[config.mk]
export PLATFORM = sky130hd
export DESIGN_NAME = tx_status_aggregation_coalescer_top
export DESIGN_NICKNAME = d
export VERILOG_FILES = /design/src/sv/tsac_pkg.sv /design/src/sv/tsac_ram.sv /design/src/sv/tsac_front.sv /design/src/sv/tsac_queue.sv /design/src/sv/tsac_back.sv /design/src/sv/tsac_top.sv
export SDC_FILE = /design/constraint.sdc
export NUM_CORES = 2
export LEC_CHECK = 0
export BUFFER_PORTS_ARGS = -buffer_cell sky130_fd_sc_hd__buf_4
export CAP_MARGIN = 20
export CORE_ASPECT_RATIO = 1.75
export CORE_MARGIN = 1.5
export CORE_UTILIZATION = 43
export CTS_CLUSTER_SIZE = 8
export DETAILED_ROUTE_END_ITERATION = 16
export SLEW_MARGIN = 0
export SYNTH_ARGS = -nofsm -noshare
export SYNTH_HDL_FRONTEND = slang
export SYNTH_SLANG_ARGS = --single-unit
[constraint.sdc]
create_clock -name clock -period 16.1 [get_ports clock]
set_clock_uncertainty 0.2 [all_clocks]
set_input_delay 4.83 -clock clock [delete_from_list [all_inputs] [get_ports clock]]
set_output_delay 4.83 -clock clock [all_outputs]
set_load 0.02 [all_outputs]
[src/sv/tsac_pkg.sv]
// Package: shared types and constants for the transmit-status coalescer.
package tsac_pkg;

   localparam int NUM_STATIONS  = 64;
   localparam int MAX_MERGED    = 32;
   localparam int STATION_IDX_W = (NUM_STATIONS > 1) ? $clog2(NUM_STATIONS) : 1;
   localparam int COUNT_W       = 6;
   localparam int PRESENT_W     = 64;
   localparam int MASK_W        = 8;
   localparam int CSR_INDEX_W   = 2;
   localparam int CSR_DATA_W    = 64;

   localparam int QUEUE_DEPTH   = 4;
   localparam int QUEUE_PTR_W   = (QUEUE_DEPTH > 1) ? $clog2(QUEUE_DEPTH) : 1;
   localparam int QUEUE_CNT_W   = $clog2(QUEUE_DEPTH + 1);

   localparam logic [CSR_INDEX_W-1:0] CSR_STATION_PRESENT = 2'd0;
   localparam logic [CSR_INDEX_W-1:0] CSR_PROBE_MASK      = 2'd1;

   localparam logic [MASK_W-1:0] PROBE_MASK_RESET = 8'h80;

   typedef struct packed {
      logic [7:0]  station_id;
      logic [7:0]  packet_tag;
      logic        ack_requested;
      logic        aggregated;
      logic        delivered;
      logic [3:0]  retry_count;
      logic [15:0] rate_word;
   } status_type;

   typedef struct packed {
      logic [COUNT_W-1:0] count;
      status_type         status;
   } cache_entry_type;

   localparam int CACHE_W = $bits(cache_entry_type);

   typedef struct packed {
      logic       batch_start;
      logic       known;
      logic       candidate;
      status_type status;
   } queue_item_type;

endpackage

[src/sv/tsac_ram.sv]
// Generic single-write, single-read RAM with registered read data.
module tsac_ram #(
   parameter int WIDTH = 8,
   parameter int DEPTH = 16
) (
   input  logic                                          clock,
   input  logic                                          wr_en,
   input  logic [((DEPTH > 1) ? $clog2(DEPTH) : 1)-1:0] wr_addr,
   input  logic [WIDTH-1:0]                              wr_data,
   input  logic                                          rd_en,
   input  logic [((DEPTH > 1) ? $clog2(DEPTH) : 1)-1:0] rd_addr,
   output logic [WIDTH-1:0]                              rd_data
);

   logic [WIDTH-1:0] mem_ff [DEPTH];
   logic [WIDTH-1:0] rd_data_ff;

   always_ff @(posedge clock) begin
      if (wr_en) begin
         mem_ff[wr_addr] <= wr_data;
      end
      if (rd_en) begin
         rd_data_ff <= mem_ff[rd_addr];
      end
   end

   assign rd_data = rd_data_ff;

endmodule

[src/sv/tsac_front.sv]
// Front end: accepts status entries and classifies them for the back end.
module tsac_front import tsac_pkg::*; (
   input  logic                 req_valid,
   output logic                 req_ready,
   input  logic                 req_batch_start,
   input  logic [7:0]           req_station_id,
   input  logic [15:0]          req_rate_word,
   input  logic [3:0]           req_retry_count,
   input  logic                 req_delivered,
   input  logic                 req_aggregated,
   input  logic                 req_ack_requested,
   input  logic [7:0]           req_packet_tag,
   input  logic [PRESENT_W-1:0] station_present,
   input  logic                 queue_full,
   output logic                 queue_push,
   output queue_item_type       queue_item
);

   logic in_range;
   logic known;

   always_comb begin
      in_range = {1'b0, req_station_id} < 9'(NUM_STATIONS);
      known    = in_range && station_present[req_station_id[STATION_IDX_W-1:0]];
   end

   always_comb begin
      queue_item.batch_start          = req_batch_start;
      queue_item.known                = known;
      queue_item.candidate            = known && req_aggregated;
      queue_item.status.station_id    = req_station_id;
      queue_item.status.packet_tag    = req_packet_tag;
      queue_item.status.ack_requested = req_ack_requested;
      queue_item.status.aggregated    = req_aggregated;
      queue_item.status.delivered     = req_delivered;
      queue_item.status.retry_count   = req_retry_count;
      queue_item.status.rate_word     = req_rate_word;
   end

   assign req_ready  = !queue_full;
   assign queue_push = req_valid && !queue_full;

endmodule

[src/sv/tsac_queue.sv]
// Small register queue between the front and back ends.
module tsac_queue import tsac_pkg::*; (
   input  logic           clock,
   input  logic           reset,
   input  logic           push,
   input  queue_item_type push_item,
   output logic           full,
   input  logic           pop,
   output logic           not_empty,
   output queue_item_type head_item
);

   queue_item_type         mem_ff [QUEUE_DEPTH];
   logic [QUEUE_PTR_W-1:0] wr_ptr_ff, wr_ptr_in;
   logic [QUEUE_PTR_W-1:0] rd_ptr_ff, rd_ptr_in;
   logic [QUEUE_CNT_W-1:0] count_ff, count_in;

   always_comb begin
      wr_ptr_in = wr_ptr_ff;
      rd_ptr_in = rd_ptr_ff;
      count_in  = count_ff;
      if (push) begin
         wr_ptr_in = (wr_ptr_ff == QUEUE_PTR_W'(QUEUE_DEPTH - 1)) ? '0 : wr_ptr_ff + 1'b1;
      end
      if (pop) begin
         rd_ptr_in = (rd_ptr_ff == QUEUE_PTR_W'(QUEUE_DEPTH - 1)) ? '0 : rd_ptr_ff + 1'b1;
      end
      if (push && !pop) begin
         count_in = count_ff + 1'b1;
      end else if (pop && !push) begin
         count_in = count_ff - 1'b1;
      end
   end

   always_ff @(posedge clock) begin
      if (reset) begin
         wr_ptr_ff <= '0;
         rd_ptr_ff <= '0;
         count_ff  <= '0;
      end else begin
         wr_ptr_ff <= wr_ptr_in;
         rd_ptr_ff <= rd_ptr_in;
         count_ff  <= count_in;
      end
   end

   always_ff @(posedge clock) begin
      if (push) begin
         mem_ff[wr_ptr_ff] <= push_item;
      end
   end

   assign full      = count_ff == QUEUE_CNT_W'(QUEUE_DEPTH);
   assign not_empty = count_ff != '0;
   assign head_item = mem_ff[rd_ptr_ff];

endmodule

[src/sv/tsac_back.sv]
// Back end: per-station cache lookup, merge decision and report register.
module tsac_back import tsac_pkg::*; (
   input  logic              clock,
   input  logic              reset,
   input  logic              queue_not_empty,
   input  queue_item_type    queue_head,
   output logic              queue_pop,
   input  logic [MASK_W-1:0] probe_mask,
   output logic              rsp_valid,
   input  logic              rsp_ready,
   output logic [7:0]        rsp_report_station,
   output logic              rsp_station_known,
   output logic [15:0]       rsp_report_rate,
   output logic [3:0]        rsp_report_retry,
   output logic [5:0]        rsp_frames,
   output logic [5:0]        rsp_acked_frames,
   output logic              rsp_is_probe,
   output logic              rsp_is_aggregate,
   output logic              rsp_no_ack,
   output logic              rsp_acked
);

   // lookup stage
   logic                     b_valid_ff, b_valid_in;
   queue_item_type           b_item_ff;
   logic                     b_byp_ff, b_byp_in;
   cache_entry_type          b_byp_data_ff;
   logic                     b_vld_ff, b_vld_in;
   logic [NUM_STATIONS-1:0]  valid_ff, valid_in;
   logic                     flush_ff, flush_in;

   // report register
   logic                     out_valid_ff, out_valid_in;
   logic [7:0]               out_station_ff;
   logic                     out_known_ff;
   logic [15:0]              out_rate_ff;
   logic [3:0]               out_retry_ff;
   logic [5:0]               out_frames_ff;
   logic [5:0]               out_acked_frames_ff;
   logic                     out_probe_ff;
   logic                     out_agg_ff;
   logic                     out_no_ack_ff;
   logic                     out_acked_ff;

   logic                     b_fire;
   logic                     merge;
   logic                     flush_now;
   logic                     same;
   cache_entry_type          ram_q;
   cache_entry_type          cache;
   cache_entry_type          wr_data;
   logic                     wr_en;
   logic [STATION_IDX_W-1:0] wr_addr;
   logic [STATION_IDX_W-1:0] rd_addr;
   status_type               rep_status;
   logic [COUNT_W-1:0]       rep_count;

   assign b_fire    = b_valid_ff && (!out_valid_ff || rsp_ready);
   assign queue_pop = queue_not_empty && (!b_valid_ff || b_fire);
   assign rd_addr   = queue_head.status.station_id[STATION_IDX_W-1:0];
   assign wr_addr   = b_item_ff.status.station_id[STATION_IDX_W-1:0];

   tsac_ram #(
      .WIDTH (CACHE_W),
      .DEPTH (NUM_STATIONS)
   ) u_cache_ram (
      .clock   (clock),
      .wr_en   (wr_en),
      .wr_addr (wr_addr),
      .wr_data (wr_data),
      .rd_en   (queue_pop),
      .rd_addr (rd_addr),
      .rd_data (ram_q)
   );

   always_comb begin
      if (b_byp_ff) begin
         cache = b_byp_data_ff;
      end else if (b_vld_ff) begin
         cache = ram_q;
      end else begin
         cache = '0;
      end
      flush_now = b_item_ff.batch_start || flush_ff;
      same      = (cache.status.rate_word == b_item_ff.status.rate_word) &&
                  (cache.status.retry_count == b_item_ff.status.retry_count) &&
                  (cache.status.station_id == b_item_ff.status.station_id);
      merge     = b_item_ff.candidate && !flush_now && same &&
                  (cache.count < COUNT_W'(MAX_MERGED));
   end

   always_comb begin
      wr_en   = b_fire && b_item_ff.candidate;
      wr_data = '0;
      if (merge) begin
         wr_data.status = cache.status;
         wr_data.count  = cache.count + 1'b1;
      end else begin
         wr_data.status = b_item_ff.status;
         wr_data.count  = COUNT_W'(1);
      end
   end

   always_comb begin
      valid_in = valid_ff;
      if (wr_en) begin
         valid_in[wr_addr] = 1'b1;
      end
      b_byp_in = wr_en && (wr_addr == rd_addr);
      b_vld_in = valid_ff[rd_addr] || b_byp_in;
      if (queue_pop) begin
         b_valid_in = 1'b1;
      end else if (b_fire) begin
         b_valid_in = 1'b0;
      end else begin
         b_valid_in = b_valid_ff;
      end
      flush_in = flush_ff;
      if (b_fire) begin
         if (!b_item_ff.candidate) begin
            flush_in = 1'b1;
         end else if (merge) begin
            flush_in = flush_now;
         end else begin
            flush_in = 1'b0;
         end
      end
   end

   always_comb begin
      if (b_item_ff.candidate) begin
         rep_status = cache.status;
         rep_count  = cache.count;
      end else begin
         rep_status = b_item_ff.status;
         rep_count  = COUNT_W'(1);
      end
      if (b_fire && !merge) begin
         out_valid_in = 1'b1;
      end else if (rsp_ready) begin
         out_valid_in = 1'b0;
      end else begin
         out_valid_in = out_valid_ff;
      end
   end

   always_ff @(posedge clock) begin
      if (reset) begin
         b_valid_ff   <= 1'b0;
         valid_ff     <= '0;
         flush_ff     <= 1'b1;
         out_valid_ff <= 1'b0;
      end else begin
         b_valid_ff   <= b_valid_in;
         valid_ff     <= valid_in;
         flush_ff     <= flush_in;
         out_valid_ff <= out_valid_in;
      end
   end

   always_ff @(posedge clock) begin
      if (queue_pop) begin
         b_item_ff     <= queue_head;
         b_byp_ff      <= b_byp_in;
         b_byp_data_ff <= wr_data;
         b_vld_ff      <= b_vld_in;
      end
      if (b_fire && !merge) begin
         out_station_ff <= b_item_ff.status.station_id;
         out_known_ff   <= b_item_ff.known;
         if (rep_count == '0) begin
            out_rate_ff         <= '0;
            out_retry_ff        <= '0;
            out_frames_ff       <= '0;
            out_acked_frames_ff <= '0;
            out_probe_ff        <= 1'b0;
            out_agg_ff          <= 1'b0;
            out_no_ack_ff       <= 1'b0;
            out_acked_ff        <= 1'b0;
         end else begin
            out_rate_ff         <= rep_status.rate_word;
            out_retry_ff        <= rep_status.retry_count;
            out_frames_ff       <= rep_count;
            out_acked_frames_ff <= rep_status.delivered ? rep_count : '0;
            out_probe_ff        <= |(rep_status.packet_tag & probe_mask);
            out_agg_ff          <= rep_status.aggregated;
            out_no_ack_ff       <= !rep_status.ack_requested;
            out_acked_ff        <= rep_status.ack_requested && rep_status.delivered;
         end
      end
   end

   assign rsp_valid          = out_valid_ff;
   assign rsp_report_station = out_station_ff;
   assign rsp_station_known  = out_known_ff;
   assign rsp_report_rate    = out_rate_ff;
   assign rsp_report_retry   = out_retry_ff;
   assign rsp_frames         = out_frames_ff;
   assign rsp_acked_frames   = out_acked_frames_ff;
   assign rsp_is_probe       = out_probe_ff;
   assign rsp_is_aggregate   = out_agg_ff;
   assign rsp_no_ack         = out_no_ack_ff;
   assign rsp_acked          = out_acked_ff;

   a_count_range: assert property (@(posedge clock) disable iff (reset)
      wr_en |-> (wr_data.count != '0) && (wr_data.count <= COUNT_W'(MAX_MERGED)))
      else $error("cache count out of range");

   a_no_overwrite: assert property (@(posedge clock) disable iff (reset)
      (out_valid_ff && !rsp_ready) |-> !(b_fire && !merge))
      else $error("pending report overwritten");

   a_flush_after_single: assert property (@(posedge clock) disable iff (reset)
      (b_fire && !b_item_ff.candidate) |=> flush_ff)
      else $error("flush flag not set after single report");

   a_bypass_needs_write: assert property (@(posedge clock) disable iff (reset)
      (queue_pop && b_byp_in) |-> (b_fire && b_item_ff.candidate))
      else $error("bypass without cache write");

endmodule

[src/sv/tsac_top.sv]
// Top level: transmit-status coalescer with configuration registers.
//
//   channel | direction | handshake             | payload
//   req_    | in        | req_valid / req_ready | one transmit-status entry
//   rsp_    | out       | rsp_valid / rsp_ready | zero or one report per entry
//   csr_    | in        | csr_valid / csr_ready | register index and write data
//
// One entry per cycle sustained unless a stalled report register holds the flow; a
// report passes the queue, the cache RAM read in the lookup stage, then the report register.
// The per-station cache RAM has registered read; a write to the station being
// read in the same cycle is forwarded. Reset clears one valid bit per station,
// so the cache reads as zero at once, with no clearing pass.
// A stalled report register holds the lookup stage; the queue absorbs entries
// until full.
module tx_status_aggregation_coalescer_top import tsac_pkg::*; (
   input  logic                   clock,
   input  logic                   reset,
   input  logic                   req_valid,
   output logic                   req_ready,
   input  logic                   req_batch_start,
   input  logic [7:0]             req_station_id,
   input  logic [15:0]            req_rate_word,
   input  logic [3:0]             req_retry_count,
   input  logic                   req_delivered,
   input  logic                   req_aggregated,
   input  logic                   req_ack_requested,
   input  logic [7:0]             req_packet_tag,
   output logic                   rsp_valid,
   input  logic                   rsp_ready,
   output logic [7:0]             rsp_report_station,
   output logic                   rsp_station_known,
   output logic [15:0]            rsp_report_rate,
   output logic [3:0]             rsp_report_retry,
   output logic [5:0]             rsp_frames,
   output logic [5:0]             rsp_acked_frames,
   output logic                   rsp_is_probe,
   output logic                   rsp_is_aggregate,
   output logic                   rsp_no_ack,
   output logic                   rsp_acked,
   input  logic                   csr_valid,
   output logic                   csr_ready,
   input  logic [CSR_INDEX_W-1:0] csr_index,
   input  logic [CSR_DATA_W-1:0]  csr_data
);

   logic [PRESENT_W-1:0] station_present_ff, station_present_in;
   logic [MASK_W-1:0]    probe_mask_ff, probe_mask_in;

   logic                 queue_full;
   logic                 queue_push;
   queue_item_type       push_item;
   logic                 queue_pop;
   logic                 queue_not_empty;
   queue_item_type       head_item;

   assign csr_ready = 1'b1;

   always_comb begin
      station_present_in = station_present_ff;
      probe_mask_in      = probe_mask_ff;
      if (csr_valid) begin
         unique case (csr_index)
            CSR_STATION_PRESENT: station_present_in = csr_data[PRESENT_W-1:0];
            CSR_PROBE_MASK:      probe_mask_in      = csr_data[MASK_W-1:0];
            default: begin
            end
         endcase
      end
   end

   always_ff @(posedge clock) begin
      if (reset) begin
         station_present_ff <= '0;
         probe_mask_ff      <= PROBE_MASK_RESET;
      end else begin
         station_present_ff <= station_present_in;
         probe_mask_ff      <= probe_mask_in;
      end
   end

   tsac_front u_front (
      .req_valid         (req_valid),
      .req_ready         (req_ready),
      .req_batch_start   (req_batch_start),
      .req_station_id    (req_station_id),
      .req_rate_word     (req_rate_word),
      .req_retry_count   (req_retry_count),
      .req_delivered     (req_delivered),
      .req_aggregated    (req_aggregated),
      .req_ack_requested (req_ack_requested),
      .req_packet_tag    (req_packet_tag),
      .station_present   (station_present_ff),
      .queue_full        (queue_full),
      .queue_push        (queue_push),
      .queue_item        (push_item)
   );

   tsac_queue u_queue (
      .clock     (clock),
      .reset     (reset),
      .push      (queue_push),
      .push_item (push_item),
      .full      (queue_full),
      .pop       (queue_pop),
      .not_empty (queue_not_empty),
      .head_item (head_item)
   );

   tsac_back u_back (
      .clock              (clock),
      .reset              (reset),
      .queue_not_empty    (queue_not_empty),
      .queue_head         (head_item),
      .queue_pop          (queue_pop),
      .probe_mask         (probe_mask_ff),
      .rsp_valid          (rsp_valid),
      .rsp_ready          (rsp_ready),
      .rsp_report_station (rsp_report_station),
      .rsp_station_known  (rsp_station_known),
      .rsp_report_rate    (rsp_report_rate),
      .rsp_report_retry   (rsp_report_retry),
      .rsp_frames         (rsp_frames),
      .rsp_acked_frames   (rsp_acked_frames),
      .rsp_is_probe       (rsp_is_probe),
      .rsp_is_aggregate   (rsp_is_aggregate),
      .rsp_no_ack         (rsp_no_ack),
      .rsp_acked          (rsp_acked)
   );

endmodule

==> flow_results.org <==
** Cells and area
- Number of nets in the finished design :: 9,817
- The sequential cells in the finished layout cover a total of 99,870 um2.
- The top cell types in the final layout, fill and taps aside, are sky130_fd_sc_hd__edfxtp_1 (3,227), sky130_fd_sc_hd__nand2_1 (2,244), sky130_fd_sc_hd__nand3_1 (630).
- Area of the multi-input gates :: 29,860 um2
- Area growth, synth to finish :: 14.30%
- Filler cell count :: 25,490
- Summing all non-filler instances in the final layout gives an area of 150,900 um2.
- Leading cell type in the layout, fill and taps excluded :: sky130_fd_sc_hd__edfxtp_1
- In the final layout, the share of cells above drive strength 1 is 11.24%.

** Yosys
- Synth Flop Type :: sky130_fd_sc_hd__edfxtp_1
- Share of synthesized cell area in full adder, half adder and majority cells :: 0.08153%
- The mapped netlist covers 132,000 um2.
- Post-Synthesis Mean Instance Area :: 13.90 um2
- Number of flops mapped to enable cells by yosys :: 3,227
- Register bit count reported by yosys :: 3,375
- Fraction of the mapped netlist area in simple logic gates :: 12.54%
- The share of the Yosys chip area taken by registers is 75.67%.
- Summed over all instances, the cell type with the most area after synthesis is sky130_fd_sc_hd__edfxtp_1.
- Syn nets :: 9,611
- Cells after Synth :: 9,492
- Fraction of the mapped netlist area in compound gates :: 7.607%
- Largest family of logic cells by synthesized area :: simple AND/OR/NAND/NOR gates
- Synth unique cells :: 65
- Sorting the synthesized cells by area gives the leading types as sky130_fd_sc_hd__edfxtp_1 (73%), sky130_fd_sc_hd__nand2_1 (6.4%), sky130_fd_sc_hd__nand3_1 (2.4%), sky130_fd_sc_hd__dfxtp_1 (2.2%), sky130_fd_sc_hd__a211oi_1 (2.2%).
- Post-synthesis async set-or-reset flop share :: 0%
- The portion of synthesized area spent on multiplexers is 1.483%.
- Of the total synthesized cell area, the portion taken by XOR and XNOR cells is 0.2588%.
- Area share of the leading cell type in the synthesized netlist :: 73.42%
- During synthesis, Yosys emitted a total of 0 warnings.

** Route
- Vias per inst :: 5.909
- Iteration-0 DRC Markers :: 9,742
- Average detailed-routed wire length per instance :: 29.77 um
- For this block, the via count after detailed routing is 82,600.
- Total Routed Length :: 416,200 um
- DRC violations left :: 0
- The first TritonRoute pass finished after 6 iterations.
- Remaining antenna violation count :: 0

** Die
- From bottom edge to top edge, the die measures 735.9 um.
- The die is 421.8 um wide.
- The floorplan step defined a die boundary enclosing 310,400 um2.
- Core Area :: 304,800 um2
- Effective utilization at floorplan :: 43.30%
- I/O pin total :: 159
- Row generation in the floorplan step produced 268 rows.

** Setup path
- The cell family contributing the most delay on the critical path is simple AND/OR/NAND/NOR gates.
- Along the worst path, the maximum fanout reaches 31.
- Timing startpoint of the critical path :: rsp_ready
- Critical path start-end classification :: input pin to flip-flop
- Data arrival at the endpoint of the critical path :: 7590 ps
- Setup slack on the worst reg-to-reg path comes out at 8970 ps.
- Data required time at the worst endpoint :: 16,470 ps
- Startpoint type of the worst setup path :: input pin
- The critical path goes through buf_4 > nand2b_1 > buf_4 > and3_1 > and2_1 > nand2_1 > nor2_4 > buf_4.
- Delay of the slowest critical-path stage :: 700 ps
- Counting stages on the worst path, the most repeated cell is sky130_fd_sc_hd__buf_4.
- Max stage delay cell, worst path :: sky130_fd_sc_hd__nor2_4
- The worst setup path is captured at a flip-flop.
- The number of buffers and inverters on the critical path is 3.

** Power and ir drop
- Pwr Density :: 207.4 nW/um2
- Cell internal power was estimated by the tool at 0.01880 W.
- Switching portion of total power :: 39.92%
- Clock network fraction of total power :: 27.9%
- The analysis attributes to cell leakage a power of 49.64 nW.
- Switching pwr :: 0.01249 W
- VDD sags by at most 0.1623 mV.
- Combinational cells account for 35.5% of the total power.
- The share of total power dissipated in sequential elements is 36.6%.

** GRT
- Sum of overflow across all layers after global routing :: 0
- Vias in the first global route :: 80,070
- The first global-routing pass estimated 582,700 um of wire.
- Antenna violations before repair :: 28
- Global routing used 26.11% of the available tracks across all layers.
- Entering global routing, the biggest net connects 253 pins.

** Timing
- Final hold vios :: 0
- Actual transition at the worst max-transition pin :: 1313 ps
- Timing would allow up to 138.5 MHz.
- Setup violations remaining at the end of the flow were counted as 0.
- In this run the tightest slew margin relative to its limit is 10.17%.
- The worst path in the final design needs a cycle of 7221 ps, including I/O delays and setup.
- Number of slew-limit violations in the final report :: 0
- Worst Slack Setup Final :: 8879 ps
- Setup TNS after final layout :: 0 ps
- Setup repair after global routing left no endpoint under its margin.
- Hold WS :: 251.6 ps
- The worst path uses 44.85% of the clock period.

** Clock tree
- Skew-Pair Late Insertion Delay :: 960 ps
- Quantity of hold-fixing buffers added after cts :: 0
- Reg clk slew, reported paths :: 50 ps
- Cts repair resizes :: 0
- Buffers inserted by post-CTS timing repair :: 0
- CTS saw 3,375 sinks.
- TritonCTS created 463 clock buffers.
- Maximum buffer depth of the clock tree :: 4
- Root buf cell :: sky130_fd_sc_hd__clkbuf_16
- TritonCTS built the clock tree.
- The H-tree generated during clock tree synthesis spans 5 levels.

** Placed design
- Worst Setup Slack post-DPL :: 8029 ps
- Detailed placement ended at an HPWL of 244,400 um.
- Input and output buffers added on the ports amount to 157.
- Placement-stage cell area :: 138,200 um2
- Gpl congestion :: 0.9288

** Worst hold path
- The path class of the tightest hold or removal check is flip-flop to flip-flop.
- Startpoint of the worst hold path :: station_present_ff[5]

** Outcome
- The flow ran to the end, and the final reports show no timing, DRC or antenna violations.

** Job
- Across the run, the number of max-cap violations was 0.
final timing paths:
kind	depth (start not counted)	to
setup / recovery	8	u_back.u_cache_ram.mem_ff[11][12]
hold / removal	2	station_present_ff[5]
setup reg to reg	10	u_back.u_cache_ram.rd_data[24]
hold reg to reg	2	station_present_ff[5]
per-stage QoR:
step | instances | utilization [%] | total power (W)
after floorplan | 9492 | - | 0.01720
after global placement | 13270 | 45.30 | 0.02236
after detailed placement | 13280 | 45.33 | 0.02254
after CTS | 13940 | 49.45 | 0.03122
after global routing | 13970 | 49.48 | 0.03205
final | 13980 | 49.49 | 0.03129
sequential cells by signal, summed over array words and instances, names as in the netlist, 3 cells and up, named ones only:
register	flops
probe_mask_ff	8
station_present_ff	64
u_back.b_byp_data_ff	45
u_back.b_item_ff	42
u_back.rsp_acked_frames	6
u_back.rsp_frames	6
u_back.rsp_report_rate	16
u_back.rsp_report_retry	4
u_back.rsp_report_station	8
u_back.u_cache_ram.mem_ff	2880
u_back.u_cache_ram.rd_data	45
u_back.valid_ff	64
u_queue.count_ff	3
u_queue.mem_ff	168
routing by layer:
metal	track usage (%)	up-vias	routed length, um
met5	0	-	24
met1	29.62	42070	143800
met4	21.00	4	38670
met2	44.16	3884	205400
li1	-	35780	-
met3	3.653	875	28280
synth_stat cells, types with 16 or more instances:
master / instances
sky130_fd_sc_hd__edfxtp_1: 3227
sky130_fd_sc_hd__nand2_1: 2252
sky130_fd_sc_hd__nand3_1: 632
sky130_fd_sc_hd__clkbuf_1: 411
sky130_fd_sc_hd__a211oi_1: 389
sky130_fd_sc_hd__nor2b_1: 377
sky130_fd_sc_hd__a31oi_1: 366
sky130_fd_sc_hd__nor2_1: 341
sky130_fd_sc_hd__a21oi_1: 211
sky130_fd_sc_hd__buf_2: 150
sky130_fd_sc_hd__dfxtp_1: 148
sky130_fd_sc_hd__o22ai_1: 136
sky130_fd_sc_hd__buf_4: 60
sky130_fd_sc_hd__mux4_2: 58
sky130_fd_sc_hd__nor4_1: 57
sky130_fd_sc_hd__and3_1: 55
sky130_fd_sc_hd__o21ai_0: 50
sky130_fd_sc_hd__a311oi_1: 48
sky130_fd_sc_hd__nand4_1: 48
sky130_fd_sc_hd__mux2i_1: 47
sky130_fd_sc_hd__a311o_1: 46
sky130_fd_sc_hd__a2111oi_0: 45
sky130_fd_sc_hd__a31o_1: 44
sky130_fd_sc_hd__o2111ai_1: 44
sky130_fd_sc_hd__buf_1: 38
sky130_fd_sc_hd__a22oi_1: 33
sky130_fd_sc_hd__xnor2_1: 32
sky130_fd_sc_hd__inv_1: 16
sky130_fd_sc_hd__mux2_2: 16
final cells by class:
class | count | share of cell area [%]
repair buffers | 415 | 2.157
inverters | 19 | 0.07465
flip-flops and latches | 3375 | 66.20
diodes | 40 | 0.06635
clock inverters | 17 | 0.1651
clock buffers | 640 | 8.177
well taps | 4050 | 3.359
multi-input cells | 5424 | 19.80
worst min-delay path, delay by kind of cell (launching register included):
| kind | cells | cell delay (ps) |
|---|---|---|
| flip-flops | 1 | 300 |
| AO/OA/AOI/OAI | 1 | 50 |
| AND/OR/NAND/NOR | 1 | 50 |
power by group through the flow:
stage / sequential (W) / combinational, W / clock, W
5_1_grt: 0.0115 / 0.0114 / 0.00914
2_1_floorplan: 0.0116 / 0.00565 / 0
4_1_cts: 0.0115 / 0.0109 / 0.00881
6_report: 0.0115 / 0.0111 / 0.00873
3_5_place_dp: 0.0116 / 0.0109 / 0
3_3_place_gp: 0.0116 / 0.0107 / 0
cells by family after synthesis:
kind of cell	after synthesis
AO/OA/AOI/OAI	1454
flip-flops	3375
buffers and inverters	693
AND/OR/NAND/NOR	3801
other	1
XOR/XNOR	39
multiplexers	121
adder cells (fa/ha/maj)	8
No activity file was read; power rests on OpenSTA's default activity.
